--- src/rtl/pme_pkg.sv ---
// ----------------------------------------------------------------------------
// pme_pkg
// Shared types, codes and fixed-point helpers for the point mass integrator.
// ----------------------------------------------------------------------------
package pme_pkg;

  localparam int TRAIL_DEPTH = 100;
  localparam int TRAIL_AW = (TRAIL_DEPTH > 1) ? $clog2(TRAIL_DEPTH) : 1;
  localparam int TRAIL_CW = $clog2(TRAIL_DEPTH + 1);
  localparam int IDX_W = 7;
  localparam int SLOT_SW = ((TRAIL_CW > IDX_W) ? TRAIL_CW : IDX_W) + 1;
  localparam int TRAIL_W = 144;

  typedef enum logic [1:0] {
    CMD_FORCE   = 2'd0,
    CMD_STEP    = 2'd1,
    CMD_READ    = 2'd2,
    CMD_RESTART = 2'd3
  } cmd_t;

  typedef enum logic [1:0] {
    ST_OK    = 2'd0,
    ST_SKIP  = 2'd1,
    ST_RANGE = 2'd2,
    ST_SAT   = 2'd3
  } status_t;

  typedef enum logic [2:0] {
    REG_POS_X  = 3'd0,
    REG_POS_Y  = 3'd1,
    REG_POS_Z  = 3'd2,
    REG_VEL_X  = 3'd3,
    REG_VEL_Y  = 3'd4,
    REG_VEL_Z  = 3'd5,
    REG_MASS   = 3'd6,
    REG_ACTIVE = 3'd7
  } reg_idx_t;

  typedef struct packed {
    logic done;
    logic sat;
  } lane_stat_t;

  localparam logic [49:0] CAP49 = 50'd1 << 49;

  // min((a*b) >> 16, 2^49) from the two 32-bit partial products
  function automatic logic [49:0] mulcap(input logic [63:0] lo, input logic [63:0] hi);
    logic [49:0] r;
    r = {1'b0, hi[32:0], 16'd0} + {2'b0, lo[63:16]};
    if (hi[63:33] != '0) return CAP49;
    if (r > CAP49) return CAP49;
    return r;
  endfunction

  function automatic logic signed [47:0] sat48(input logic signed [51:0] x);
    if (x > 52'sh7FFFFFFFFFFF) return 48'sh7FFFFFFFFFFF;
    if (x < -52'sh800000000000) return 48'sh800000000000;
    return x[47:0];
  endfunction

  function automatic logic is_sat48(input logic signed [51:0] x);
    return (x > 52'sh7FFFFFFFFFFF) || (x < -52'sh800000000000);
  endfunction

  function automatic logic [47:0] mag48(input logic signed [47:0] x);
    return x[47] ? 48'(-x) : 48'(x);
  endfunction

endpackage

--- src/rtl/pme_lane.sv ---
// ----------------------------------------------------------------------------
// pme_lane
// One axis: serial divide F/m, then two shared-multiplier updates of v and p.
// ----------------------------------------------------------------------------
module pme_lane (
  input  logic                clk,
  input  logic                rst,
  input  logic                start,
  input  logic signed [47:0]  force_in,
  input  logic signed [47:0]  vel_in,
  input  logic signed [47:0]  pos_in,
  input  logic [47:0]         mass,
  input  logic [31:0]         dt,
  output logic signed [47:0]  vel_out,
  output logic signed [47:0]  pos_out,
  output pme_pkg::lane_stat_t stat
);
  typedef enum logic [7:0] {
    L_IDLE = 8'b0000_0001,
    L_DIV  = 8'b0000_0010,
    L_MLO  = 8'b0000_0100,
    L_MHI  = 8'b0000_1000,
    L_VEL  = 8'b0001_0000,
    L_PLO  = 8'b0010_0000,
    L_PHI  = 8'b0100_0000,
    L_POS  = 8'b1000_0000
  } lstate_t;

  lstate_t     state;
  logic [5:0]  cnt;
  logic [63:0] num;
  logic [47:0] rem;
  logic [47:0] m_r;
  logic [31:0] dt_r;
  logic        neg_f;
  logic [63:0] lo_p;
  logic [63:0] hi_p;
  logic        done;
  logic        sat;

  logic [48:0] trial;
  logic        ge;
  logic [63:0] amag;
  logic [63:0] vmag;
  logic [63:0] src;
  logic [31:0] half;
  logic [63:0] prod;
  logic [49:0] dmag;
  logic signed [51:0] sdel;
  logic signed [51:0] base;
  logic signed [51:0] sum;
  logic        use_neg;

  assign trial = {rem, num[63]};
  assign ge    = trial >= {1'b0, m_r};
  // zero mass means no acceleration
  assign amag  = (m_r == '0) ? '0 : num;
  assign vmag  = {16'd0, pme_pkg::mag48(vel_out)};
  assign src   = (state == L_PLO || state == L_PHI) ? vmag : amag;
  assign half  = (state == L_MHI || state == L_PHI) ? src[63:32] : src[31:0];
  assign prod  = half * dt_r;
  assign dmag  = pme_pkg::mulcap(lo_p, hi_p);
  assign use_neg = (state == L_POS) ? vel_out[47] : neg_f;
  assign sdel  = use_neg ? -$signed({2'b00, dmag}) : $signed({2'b00, dmag});
  assign base  = (state == L_POS) ? 52'(pos_out) : 52'(vel_out);
  assign sum   = base + sdel;

  assign stat.done = done;
  assign stat.sat  = sat;

  always_ff @(posedge clk) begin
    if (rst) begin
      state <= L_IDLE;
      done  <= 1'b0;
      sat   <= 1'b0;
    end else begin
      done <= (state == L_POS);
      unique case (state)
        L_IDLE: begin
          if (start) begin
            num     <= {pme_pkg::mag48(force_in), 16'd0};
            rem     <= '0;
            cnt     <= '0;
            m_r     <= mass;
            dt_r    <= dt;
            neg_f   <= force_in[47];
            vel_out <= vel_in;
            pos_out <= pos_in;
            sat     <= 1'b0;
            state   <= L_DIV;
          end
        end
        L_DIV: begin
          rem <= ge ? 48'(trial - {1'b0, m_r}) : trial[47:0];
          num <= {num[62:0], ge};
          cnt <= cnt + 6'd1;
          if (cnt == 6'd63) state <= L_MLO;
        end
        L_MLO: begin
          lo_p  <= prod;
          state <= L_MHI;
        end
        L_MHI: begin
          hi_p  <= prod;
          state <= L_VEL;
        end
        L_VEL: begin
          vel_out <= pme_pkg::sat48(sum);
          sat     <= sat | pme_pkg::is_sat48(sum);
          state   <= L_PLO;
        end
        L_PLO: begin
          lo_p  <= prod;
          state <= L_PHI;
        end
        L_PHI: begin
          hi_p  <= prod;
          state <= L_POS;
        end
        L_POS: begin
          pos_out <= pme_pkg::sat48(sum);
          sat     <= sat | pme_pkg::is_sat48(sum);
          state   <= L_IDLE;
        end
        default: state <= L_IDLE;
      endcase
    end
  end
endmodule

--- config.mk ---
export PLATFORM = sky130hd
export DESIGN_NAME = pme_lane
export DESIGN_NICKNAME = d
export VERILOG_FILES = /design/src/rtl/pme_pkg.sv /design/src/rtl/pme_lane.sv
export SDC_FILE = /design/constraint.sdc
export NUM_CORES = 2
export LEC_CHECK = 0
export ABC_AREA = 1
export BUFFER_PORTS_ARGS = -buffer_cell sky130_fd_sc_hd__buf_4
export CELL_PAD_IN_SITES_DETAIL_PLACEMENT = 0
export CELL_PAD_IN_SITES_GLOBAL_PLACEMENT = 1
export CORE_MARGIN = 2
export CORE_UTILIZATION = 49
export CTS_CLUSTER_SIZE = 30
export DETAILED_ROUTE_END_ITERATION = 12
export PLACE_DENSITY = 0.93
export SLEW_MARGIN = 20
export SYNTH_ARGS = -nofsm -noshare
export SYNTH_HDL_FRONTEND = slang
export SYNTH_SLANG_ARGS = --single-unit
--- constraint.sdc ---
create_clock -name clk -period 12.88 [get_ports clk]
set_input_delay 1.288 -clock clk [delete_from_list [all_inputs] [get_ports clk]]
set_output_delay 1.288 -clock clk [all_outputs]
set_load 0.05 [all_outputs]
==> out/qor.csv <==
stage;metric;value;unit
floorplan;Std-Cell Rows;130;
logic_synthesis;Syn Inst Count;7765;
min_path;Tightest Hold Check Type;register to register;
sta;RSZ-0062 raised after global routing;false;
route;DR vias;53600;
logic_synthesis;Synthesized Nets;9289;
logic_synthesis;Synth area leader;fa_1;
status;status;complete, no violations;
critical_path;CP endpoint kind;register;
sta;Slew HR;23.0;%
cells_and_area;synthesis-to-layout area growth;9.66;%
flow_run;maxcap violations;0;
logic_synthesis;post-synth top area share;29.1;%
logic_synthesis;Post-synth EDFFs;407;
logic_synthesis;Mean Syn Cell Area;7.97;um^2
placement;DP HPWL;173000;um
floorplan;Initial Util;49.3;%
clocking;Clk Latency, worst-skew pair;680;ps
global_routing;first-pass GRT wire length;325000;um
global_routing;gr usage total;33.0;%
critical_path;CP arrival;11960;ps
global_routing;largest net degree at the start of global routing;104;
logic_synthesis;Async SR Flop Fraction;0;%
critical_path;startpoint types;register;
route;Antenna Nets Post-Route;0;
cells_and_area;fill cell count;11700;
critical_path;crit path max fanout;23;
global_routing;overflow left after global routing;0;
critical_path;crit path buf inv count;8;
critical_path;Worst path most repeated cell;nand2_1;
critical_path;CP max stage delay;700;ps
cells_and_area;multi-input logic area;42400;um^2
floorplan;core area;125000;um^2
logic_synthesis;register bit total from synthesis;417;
route;DR DRC count;0;
global_routing;vias in the first global route;54600;
logic_synthesis;Synthesis Warnings;0;
critical_path;crit path kind;register to register;
clocking;Post-CTS Setup Inserts;0;
critical_path;Worst EP required;13300;ps
floorplan;die height;359;um
clocking;CTS tree;yes;
sta;Max Clock Freq;86.7;MHz
clocking;CTS resizes;0;
placement;GPL Wtd Cong;1.05;
critical_path;kind of cell adding the most delay to the critical path;adder cells;
cells_and_area;Nets;9474;
clocking;htree depth;2;
logic_synthesis;synth top area cells;fa_1, edfxtp_1, nand2_1, inv_1, ha_1;
route;Initial DRC Count;5468;
clocking;# clock sinks;417;
floorplan;die area;129000;um^2
route;Vias/cell;5.56;
logic_synthesis;synth unique cells;63;
route;final wirelength;212000;um
placement;Port Buf Inserts;324;
floorplan;IO Pins;325;
clocking;CTS root buf;clkbuf_16;
critical_path;Slowest-stage cell, CP;nand2_1;
sta;worst slew pin tran;1150;ps
clocking;total CTS buffers;52;
floorplan;chip width;359;um
clocking;clock-pin slew on the worst setup and hold paths;60;ps
cells_and_area;Sequential Area;12400;um^2
sta;Clock Skews;19.9;ps
sta;Fin. Hold Viols;0;
logic_synthesis;Mapped Area;61900;um^2
global_routing;initial antenna violation count;3;
clocking;Post-CTS Hold Fix Bufs;0;
sta;Setup TNS;0;ps
sta;final setup vio count;0;
cells_and_area;layout cells sized above 1;7.34;%
logic_synthesis;Primary FF master, synth;edfxtp_1;
clocking;clk buf depth;3;
logic_synthesis;post-synthesis sequential area ratio;20.1;%
sta;Tmin final;11540;ps
route;DR WL/cell;22.0;um
sta;Slew Limit Fails;0;
sta;Final period util;89.6;%
route;drt first pass iters;6;
Yosys cell counts, drive strengths merged, types with 39 or more instances:
master	instances
nor3	56
a21oi	336
clkbuf	226
nand4	44
edfxtp	407
fa	899
xnor2	109
buf	59
o21ai	321
nor4	39
xor2	158
nand3	130
a31oi	57
inv	1608
nor2	662
nand2	2043
ha	398
flip-flops by register name (all words and copies together) (netlist names):
signal	flops
cnt	6
done	1
dt_r	32
hi_p	64
lo_p	48
m_r	48
neg_f	1
num	64
pos_out	48
rem	48
sat	1
state	8
vel_out	48
worst register-to-register path: cells and delay by family (launching register included):
family,cells,cell delay (ps)
xor gates and xnor gates,2,340
buffers and inverters,8,1090
adders and majority gates,9,4090
AOI/OAI and AO/OA,9,2180
DFF,1,450
and+or+nand+nor,18,3130
kinds of logic after synthesis:
family / synth area share, %
compound gates: 8.00
xor+xnor: 3.79
fa+ha+maj: 37.1
buf+inv: 11.7
flops: 20.1
simple gates: 19.3
metrics by stage:
step | std cells | util [%] | hold WS, ps | cell area (um^2) | setup WS, ps
6_report | 9647 | 54.1 | 521 | 67800 | 1340
5_1_grt | 9643 | 54.1 | 559 | 67800 | 459
4_1_cts | 9643 | 54.1 | 516 | 67800 | 1570
3_5_place_dp | 9546 | 52.7 | 505 | 66000 | 1630
3_3_place_gp | 9546 | 52.7 | 494 | 66000 | 1640
2_1_floorplan | 7765 | - | 474 | 61900 | 3070
final cells by class:
class                      instances  share of cell area, %
sequential                       417                   18.3
inverter                        1616                   8.94
clock inverter                    33                  0.636
multi-input combinational       5447                   62.4
timing repair buffer             416                   4.60
tap                             1650                   3.04
clock buffer                      64                   2.01
antenna                            4                 0.0148
routing by layer:
| metal | vias up | part of all wire (%) | global-route usage, % |
|---|---|---|---|
| met5 | - | 0.014 | 0 |
| met4 | 4 | 6.8 | 18.6 |
| met3 | 614 | 9.6 | 6.58 |
| met2 | 2761 | 45 | 52.5 |
| met1 | 26000 | 39 | 42.1 |
| li1 | 24200 | - | - |
worst paths after layout:
check / start / end / slack [ps] / cells after the start
worst max register to register: vel_out[1]$_DFFE_PP_ / lo_p[60]$_DFFE_PP_ / 1340 / 46
worst min-delay path: state[2]$_SDFFE_PP0P_ / state[2]$_SDFFE_PP0P_ / 520 / 2
worst max-delay path: vel_out[1]$_DFFE_PP_ / lo_p[60]$_DFFE_PP_ / 1340 / 46
worst min register to register: state[2]$_SDFFE_PP0P_ / state[2]$_SDFFE_PP0P_ / 520 / 2
layout by cell type, fill, tap and decap left out, drive strengths merged, types with 13 or more instances in the layout:
cell,n
o211ai,30
a31oi,57
inv,1615
o21ai,321
nand3,130
buf,416
nor2,662
a21oi,336
nor3,56
nand3b,15
o21a,24
xnor2,109
a21o,13
a21boi,19
ha,398
clkbuf,64
nand2,2043
fa,899
clkinv,22
xor2,158
edfxtp,407
nand4,44
nor4,39
Power is left out: the tool's default activity adds up to more than one toggle a clock period on the data nets, which glitch-free logic cannot reach.
