<file path="config.mk">
export PLATFORM = sky130hd
export DESIGN_NAME = pme_ram
export DESIGN_NICKNAME = d
export VERILOG_FILES = /design/src/rtl/pme_ram.sv
export SDC_FILE = /design/constraint.sdc
export NUM_CORES = 1
export LEC_CHECK = 0
export ABC_AREA = 1
export BUFFER_PORTS_ARGS = -buffer_cell sky130_fd_sc_hd__buf_2
export CORE_ASPECT_RATIO = 1.75
export CORE_MARGIN = 2
export CORE_UTILIZATION = 35
export DETAILED_ROUTE_END_ITERATION = 7
export PLACE_DENSITY = 0.5
export SLEW_MARGIN = 20
export SYNTH_ARGS = -nofsm -noshare
export SYNTH_HDL_FRONTEND = slang
export SYNTH_SLANG_ARGS = --single-unit
</file>
<file path="constraint.sdc">
create_clock -name clk -period 1.4 [get_ports clk]
set_clock_uncertainty 0.15 [all_clocks]
set_input_delay 0.14 -clock clk [delete_from_list [all_inputs] [get_ports clk]]
set_output_delay 0.14 -clock clk [all_outputs]
set_load 0.02 [all_outputs]
</file>
<file path="src/rtl/pme_ram.sv">
// ----------------------------------------------------------------------------
// pme_ram
// Generic single-write, single-read RAM with registered read data.
// ----------------------------------------------------------------------------
module pme_ram #(
  parameter int WIDTH = 8,
  parameter int DEPTH = 16
) (
  input  logic                                       clk,
  input  logic                                       we,
  input  logic [((DEPTH > 1) ? $clog2(DEPTH) : 1)-1:0] waddr,
  input  logic [WIDTH-1:0]                           wdata,
  input  logic [((DEPTH > 1) ? $clog2(DEPTH) : 1)-1:0] raddr,
  output logic [WIDTH-1:0]                           rdata
);
  logic [WIDTH-1:0] mem [DEPTH];

  always_ff @(posedge clk) begin
    if (we) begin
      mem[waddr] <= wdata;
    end
    rdata <= mem[raddr];
  end
endmodule

</file>
==> out/qor.yml, run 1 <==
outcome:
  status: "complete, no violations"
cts:
  clock_sinks: 136
  postCtsSetupBuffers: 0
  htreeDepth: 4
  cts_buffers: 17
  cts-root-buf: "clkbuf_16"
  cts.clk_slew.worst_paths_ns: 0.06
  cts_tree: "built"
  clockBufferDepth: 2
  clkLatencyLatePin_ns: 0.41
sta:
  period_share_pct: 93.2
  fmax_ghz: 0.766
  period_needed_ns: 1.31
  slew_violations: 0
  setup_slack_ns: 0.0947
  setup-violations-final: 0
  worst_slew_margin_rel_pct: 75.7
  fin_tns_setup_ns: 0
  rsz0062_at_grt: "false"
  tightest_slew_ns: 0.365
  finalHoldViolations: 0
finish:
  synthToLayoutAreaGrowth_pct: 19.7
  drive_above_1_share_pct: 14.5
  antennaDiodeCount: 0
  final_common_cell: "nand2_1"
  fin_nets: 633
  layout_common_cells: "nand2_1 (173), edfxtp_1 (128), inv_1 (100)"
  fill_cells: 1563
worst_setup_path:
  cp-start-kind: "input pin"
  crit_path_max_fanout: 11
  path_class: "input pin to flop"
  critPathRequiredTime_ns: 1.55
  crit_chain: "dlygate4sd3_1 -> buf_2 -> buf_4 -> nand3_1 -> nand3_1 -> nand2_1"
  r2r_slack_ns: 0.29
  crit_top_cell: "nand3_1"
  path_delay_family: "buffers and inverters"
  critical-path-slowest-cell: "dlygate4sd3_1"
  crit_buf_inv: 3
  cp_data_arrival_time_ns: 1.46
  cpPeakStageDelay_ns: 0.53
  end_kind: "flop"
routing:
  viasPerCell: 4.68
  num_vias: 3839
  drtAntennaViolNets: 0
  drt_iter0_markers: 220
  drtPass1Iterations: 4
  wl_per_cell_um: 16.4
  drc: 0
  drt-total-wl_um: 13500
placement:
  gp_congestion: 0.823
  hpwl_um: 9330
  place.port_buffers: 25
  pre_cts_slack_ns: 0.0407
pwr:
  ir_worst_vdd_mv: 0.591
  leakagePower_nw: 2.99
  power_per_cell_area_mw_per_mm2: 1330
flow_run:
  maxCapViolations: 0
floorplan:
  rows: 62
  dieArea_mm2: 0.0176
  dieHeight_um: 174
  fp.dieW_um: 101
  pin_count: 26
  initial_core_util_pct: 35.4
  fp.coreArea_mm2: 0.0163
synthesis:
  synth.distinct_cells: 12
  syn_nets: 569
  syn-cell-area_mm2: 0.00577
  synthTopCellsByArea: "edfxtp_1 (67%), nand2_1 (11%), nand3_1 (8.4%)"
  ys_ff_latch: 136
  synth_top_area_share_pct: 66.7
  synthCells: 551
  synth_largest_area_cell: "edfxtp_1"
  ys_seq_area_share_pct: 69.4
  avgSynthCellArea_um2: 10.5
  ys_warn_count: 0
global_route:
  first_global_vias: 3861
  grtUsageTotal_pct: 16.5
  overflow: 0
  grt_max_degree: 27
  grt_pass1_wl_um: 21300
  antenna_found_initial: 0
worst_hold_path:
  hold_class: "input pin to flop"
## sequential cells by signal (all words and copies together) (netlist names)
signal / count
mem: 128
rdata: 8
## final cells by class
type / instances / area [um^2] / share of cell area (%)
Clock buffer: 18 / 429 / 6.22
Inverter: 102 / 383 / 5.55
Timing Repair Buffer: 69 / 528 / 7.65
Tap cell: 192 / 240 / 3.48
Sequential cell: 136 / 4000 / 58.0
Clock inverter: 14 / 103 / 1.49
Multi-Input combinational cell: 289 / 1210 / 17.6
## tightest hold or removal path, delay by kind of cell
family	cells	cell delay, ns
buf+inv	2	0.29
simple gates	2	0.14
## logic make-up (layout without fill, tap and decap cells)
group         Yosys count  count (layout)  share of synthesized area (%)
buf+inv               126             203                           9.52
flops                 136             136                           69.4
simple gates          289             289                           21.0
## synth_stat cells
library cell / n
nand2_1: 173
edfxtp_1: 128
inv_1: 100
nand3_1: 97
nor2_1: 17
buf_2: 13
dfxtp_1: 8
buf_6: 6
buf_4: 4
inv_2: 2
nand3b_1: 2
buf_1: 1
## stage by stage
| step | std cells | area, um^2 | total power [W] | util (%) | hold WS (ns) |
|---|---|---|---|---|---|
| 3_5_place_dp | 779 | 6280 | 0.00528 | 38.5 | 0.397 |
| 3_3_place_gp | 779 | 6280 | 0.00527 | 38.5 | 0.406 |
| 2_1_floorplan | 551 | 5770 | 0.00501 | - | 0.0889 |
| 4_1_cts | 820 | 6900 | 0.00928 | 42.4 | 0.0226 |
| 5_1_grt | 820 | 6900 | 0.00950 | 42.4 | 0.0579 |
| 6_report | 820 | 6900 | 0.00917 | 42.4 | 0.0408 |
## worst paths after layout
kind	startpoint	endpoint	cells after the start
max reg2reg	mem[15][2]$_DFFE_PP_	rdata[2]$_DFF_P_	6
min	raddr[3]	rdata[5]$_DFF_P_	4
max	raddr[2]	rdata[1]$_DFF_P_	6
min reg2reg	mem[10][3]$_DFFE_PP_	rdata[3]$_DFF_P_	6
## power by group
| part | total, W | switching, W | internal, W |
|---|---|---|---|
| Combinational | 0.000614 | 0.000408 | 0.000206 |
| Clock | 0.00398 | 0.00171 | 0.00227 |
| Sequential | 0.00458 | 0.0000303 | 0.00455 |
| Total | 0.00917 | 0.00215 | 0.00702 |
## repair_timing
item	4_1_cts	5_1_grt
hold buffers	9	0
endpoints found under the hold margin	92	0
resized for setup	0	0
## routing by layer
layer	track usage, %	wire length (um)	vias up
li1	-	-	1907
met1	18.8	5310	1828
met2	28.9	7200	82
met3	3.19	508	22
met4	8.11	468	0
met5	0	0	-
Power figures use the tool's default switching activity.
==> inputs of run 2 (changes only) <==
CELL_PAD_IN_SITES_DETAIL_PLACEMENT = 0   (was default)
CELL_PAD_IN_SITES_GLOBAL_PLACEMENT = 2   (was default)
PLACE_DENSITY = 0.7   (was 0.5)
REMOVE_ABC_BUFFERS = 1   (was default)
==> out/qor.yml, run 2 (synthesized netlist as in run 1, its figures left out) <==
routing:
  num_vias: 3799  # was 3,839
  drt-total-wl_um: 14100  # was 13,500 um
  drt_iter0_markers: 245  # was 220
  drtAntennaViolNets: 0  # unchanged
  viasPerCell: 4.70  # was 4.68
  drtPass1Iterations: 4  # unchanged
  drc: 0  # unchanged
  wl_per_cell_um: 17.5  # was 16.4 um
placement:
  hpwl_um: 9490  # was 9330 um
  place.port_buffers: 25  # unchanged
  dp_cells: 776  # was 779
  gp_congestion: 0.784  # was 0.823
  placed_cell_area_mm2: 0.00631  # was 0.00628 mm^2
pwr:
  leakagePower_nw: 3.02  # was 2.99 nW
  power_per_cell_area_mw_per_mm2: 1430  # was 1330 mW/mm^2
  ir_worst_vdd_mv: 0.709  # was 0.591 mV
cts:
  cts-root-buf: "clkbuf_16"  # unchanged
  htreeDepth: 4  # unchanged
  cts_tree: "built"  # unchanged
  cts.clk_slew.worst_paths_ns: 0.06  # about the same
  clock_sinks: 136  # unchanged
  postCtsSetupBuffers: 0  # unchanged
  post_cts_resized: 0  # unchanged
  clockBufferDepth: 2  # unchanged
  cts_buffers: 17  # unchanged
  postCtsHoldBufs: 0  # was 9
  clkLatencyLatePin_ns: 0.41  # about the same
global_route:
  antenna_found_initial: 0  # unchanged
  overflow: 0  # unchanged
  grt_max_degree: 35  # was 27
  first_global_vias: 3693  # was 3,861
  grtUsageTotal_pct: 17.1  # was 16.5%
  grt_pass1_wl_um: 21600  # was 21,300 um
finish:
  final_area_mm2: 0.00694  # was 0.00690 mm^2
  layout_common_cells: "nand2_1 (173), edfxtp_1 (128), inv_1 (100)"  # unchanged
  largest_reg_flops: 128  # unchanged
  stdcell_count: 808  # was 820
  antennaDiodeCount: 0  # unchanged
  utilization_pct: 42.6  # was 42.4%
  synthToLayoutAreaGrowth_pct: 20.3  # was 19.7%
  drive_above_1_share_pct: 14.4  # was 14.5%
  final_common_cell: "nand2_1"  # unchanged
  top_regs: "mem: 128 flops, rdata: 8 flops"  # unchanged
  fin_nets: 621  # was 633
  top_register: "mem"  # unchanged
floorplan:
  fp.coreArea_mm2: 0.0163  # unchanged
  initial_core_util_pct: 35.4  # unchanged
  rows: 62  # unchanged
  pin_count: 26  # unchanged
  dieArea_mm2: 0.0176  # unchanged
  dieHeight_um: 174  # unchanged
  fp.dieW_um: 101  # unchanged
flow_run:
  maxCapViolations: 0  # unchanged
worst_setup_path:
  crit_top_cell: "nand3_1"  # unchanged
  crit_path_max_fanout: 1  # was 11
  critPathRequiredTime_ns: 1.55  # about the same
  crit_buf_inv: 1  # was 3
  cpPeakStageDelay_ns: 0.37  # was 0.53 ns
  crit_chain: "inv_1 -> nand2_1 -> nand3_1 -> nand3_1 -> nand3_1 -> nand2_1"  # was dlygate4sd3_1 -> buf_2 -> buf_4 -> nand3_1 -> nand3_1 -> nand2_1
  end_kind: "flop"  # unchanged
  path_class: "flop to flop"  # was input pin to flop
  path_delay_family: "simple AND/OR/NAND/NOR gates"  # was buffers and inverters
  cp-start-kind: "flop"  # was input pin
  cp_data_arrival_time_ns: 1.39  # was 1.46 ns
  critical-path-slowest-cell: "edfxtp_1"  # was dlygate4sd3_1
sta:
  period_needed_ns: 1.24  # was 1.31 ns
  worst_slew_margin_rel_pct: 71.3  # was 75.7%
  period_share_pct: 88.8  # was 93.2%
  rsz0062_at_grt: "false"  # unchanged
  fmax_ghz: 0.804  # was 0.766 GHz
  tightest_slew_ns: 0.430  # was 0.365 ns
  setup-violations-final: 0  # unchanged
  finalHoldViolations: 0  # unchanged
  slew_violations: 0  # unchanged
outcome:
  status: "complete, no violations"  # unchanged
worst_hold_path:
  hold_class: "input pin to flop"  # unchanged
[run 2: cell count changes in the layout (fill, tap and decap cells not counted)]
cell	previous run	this run
buf_12	4	8
buf_4	31	24
bufinv_16	0	4
clkbuf_1	1	2
clkbuf_8	0	2
clkinv_1	2	0
clkinv_2	1	2
clkinvlp_4	5	2
dlygate4sd3_1	9	0
inv_6	3	0
[run 2: where the power goes]
part	total [W]	internal (W)	switching [W]
logic	0.000651	0.000210	0.000441
clock network	0.00467	0.00308	0.00160
registers	0.00458	0.00455	0.0000267
total	0.00990	0.00784	0.00207
[run 2: final timing paths]
check | slack (ns) | to | start | depth (start not counted)
max reg2reg | 0.16 | rdata[1]$_DFF_P_ | mem[7][1]$_DFFE_PP_ | 6
min | 0.01 | mem[2][1]$_DFFE_PP_ | wdata[1] | 1
min reg2reg | 0.50 | rdata[6]$_DFF_P_ | mem[10][6]$_DFFE_PP_ | 6
max | 0.16 | rdata[1]$_DFF_P_ | mem[7][1]$_DFFE_PP_ | 6
[run 2: worst register-to-register path: stages (launching register included)]
cell and delay [ns]:
edfxtp_1 0.37, inv_1 0.06, nand2_1 0.04, nand3_1 0.07, nand3_1 0.19, nand3_1 0.20
nand2_1 0.06
[run 2: final cells by class]
| class | instances | area, um^2 |
|---|---|---|
| clock buffer | 21 | 460 |
| clock inverter | 11 | 171 |
| fill | 1530 | 9350 |
| inverter | 102 | 383 |
| multi-input combinational | 289 | 1210 |
| sequential | 136 | 4000 |
| tap | 192 | 240 |
| timing repair buffer | 57 | 465 |
[run 2: stage by stage]
stage | hold slack [ns] | TNS [ns] | setup slack, ns | total power (W)
3_3_place_gp | 0.408 | -0.0382 | -0.0275 | 0.00532
6_report | 0.0112 | 0 | 0.156 | 0.00990
5_1_grt | 0.00178 | 0 | 0.0834 | 0.0102
3_5_place_dp | 0.409 | -0.0339 | -0.0175 | 0.00533
2_1_floorplan | 0.0889 | 0 | 0.130 | 0.00494
4_1_cts | 0.00395 | 0 | 0.157 | 0.0100
[run 2: metal layers]
metal | vias to the layer above | wire length, um | GRT usage (%)
li1 | 1875 | - | -
met4 | 0 | 567 | 8.78
met3 | 24 | 566 | 3.43
met1 | 1811 | 5670 | 19.9
met2 | 89 | 7350 | 29.5
met5 | - | 0 | 0
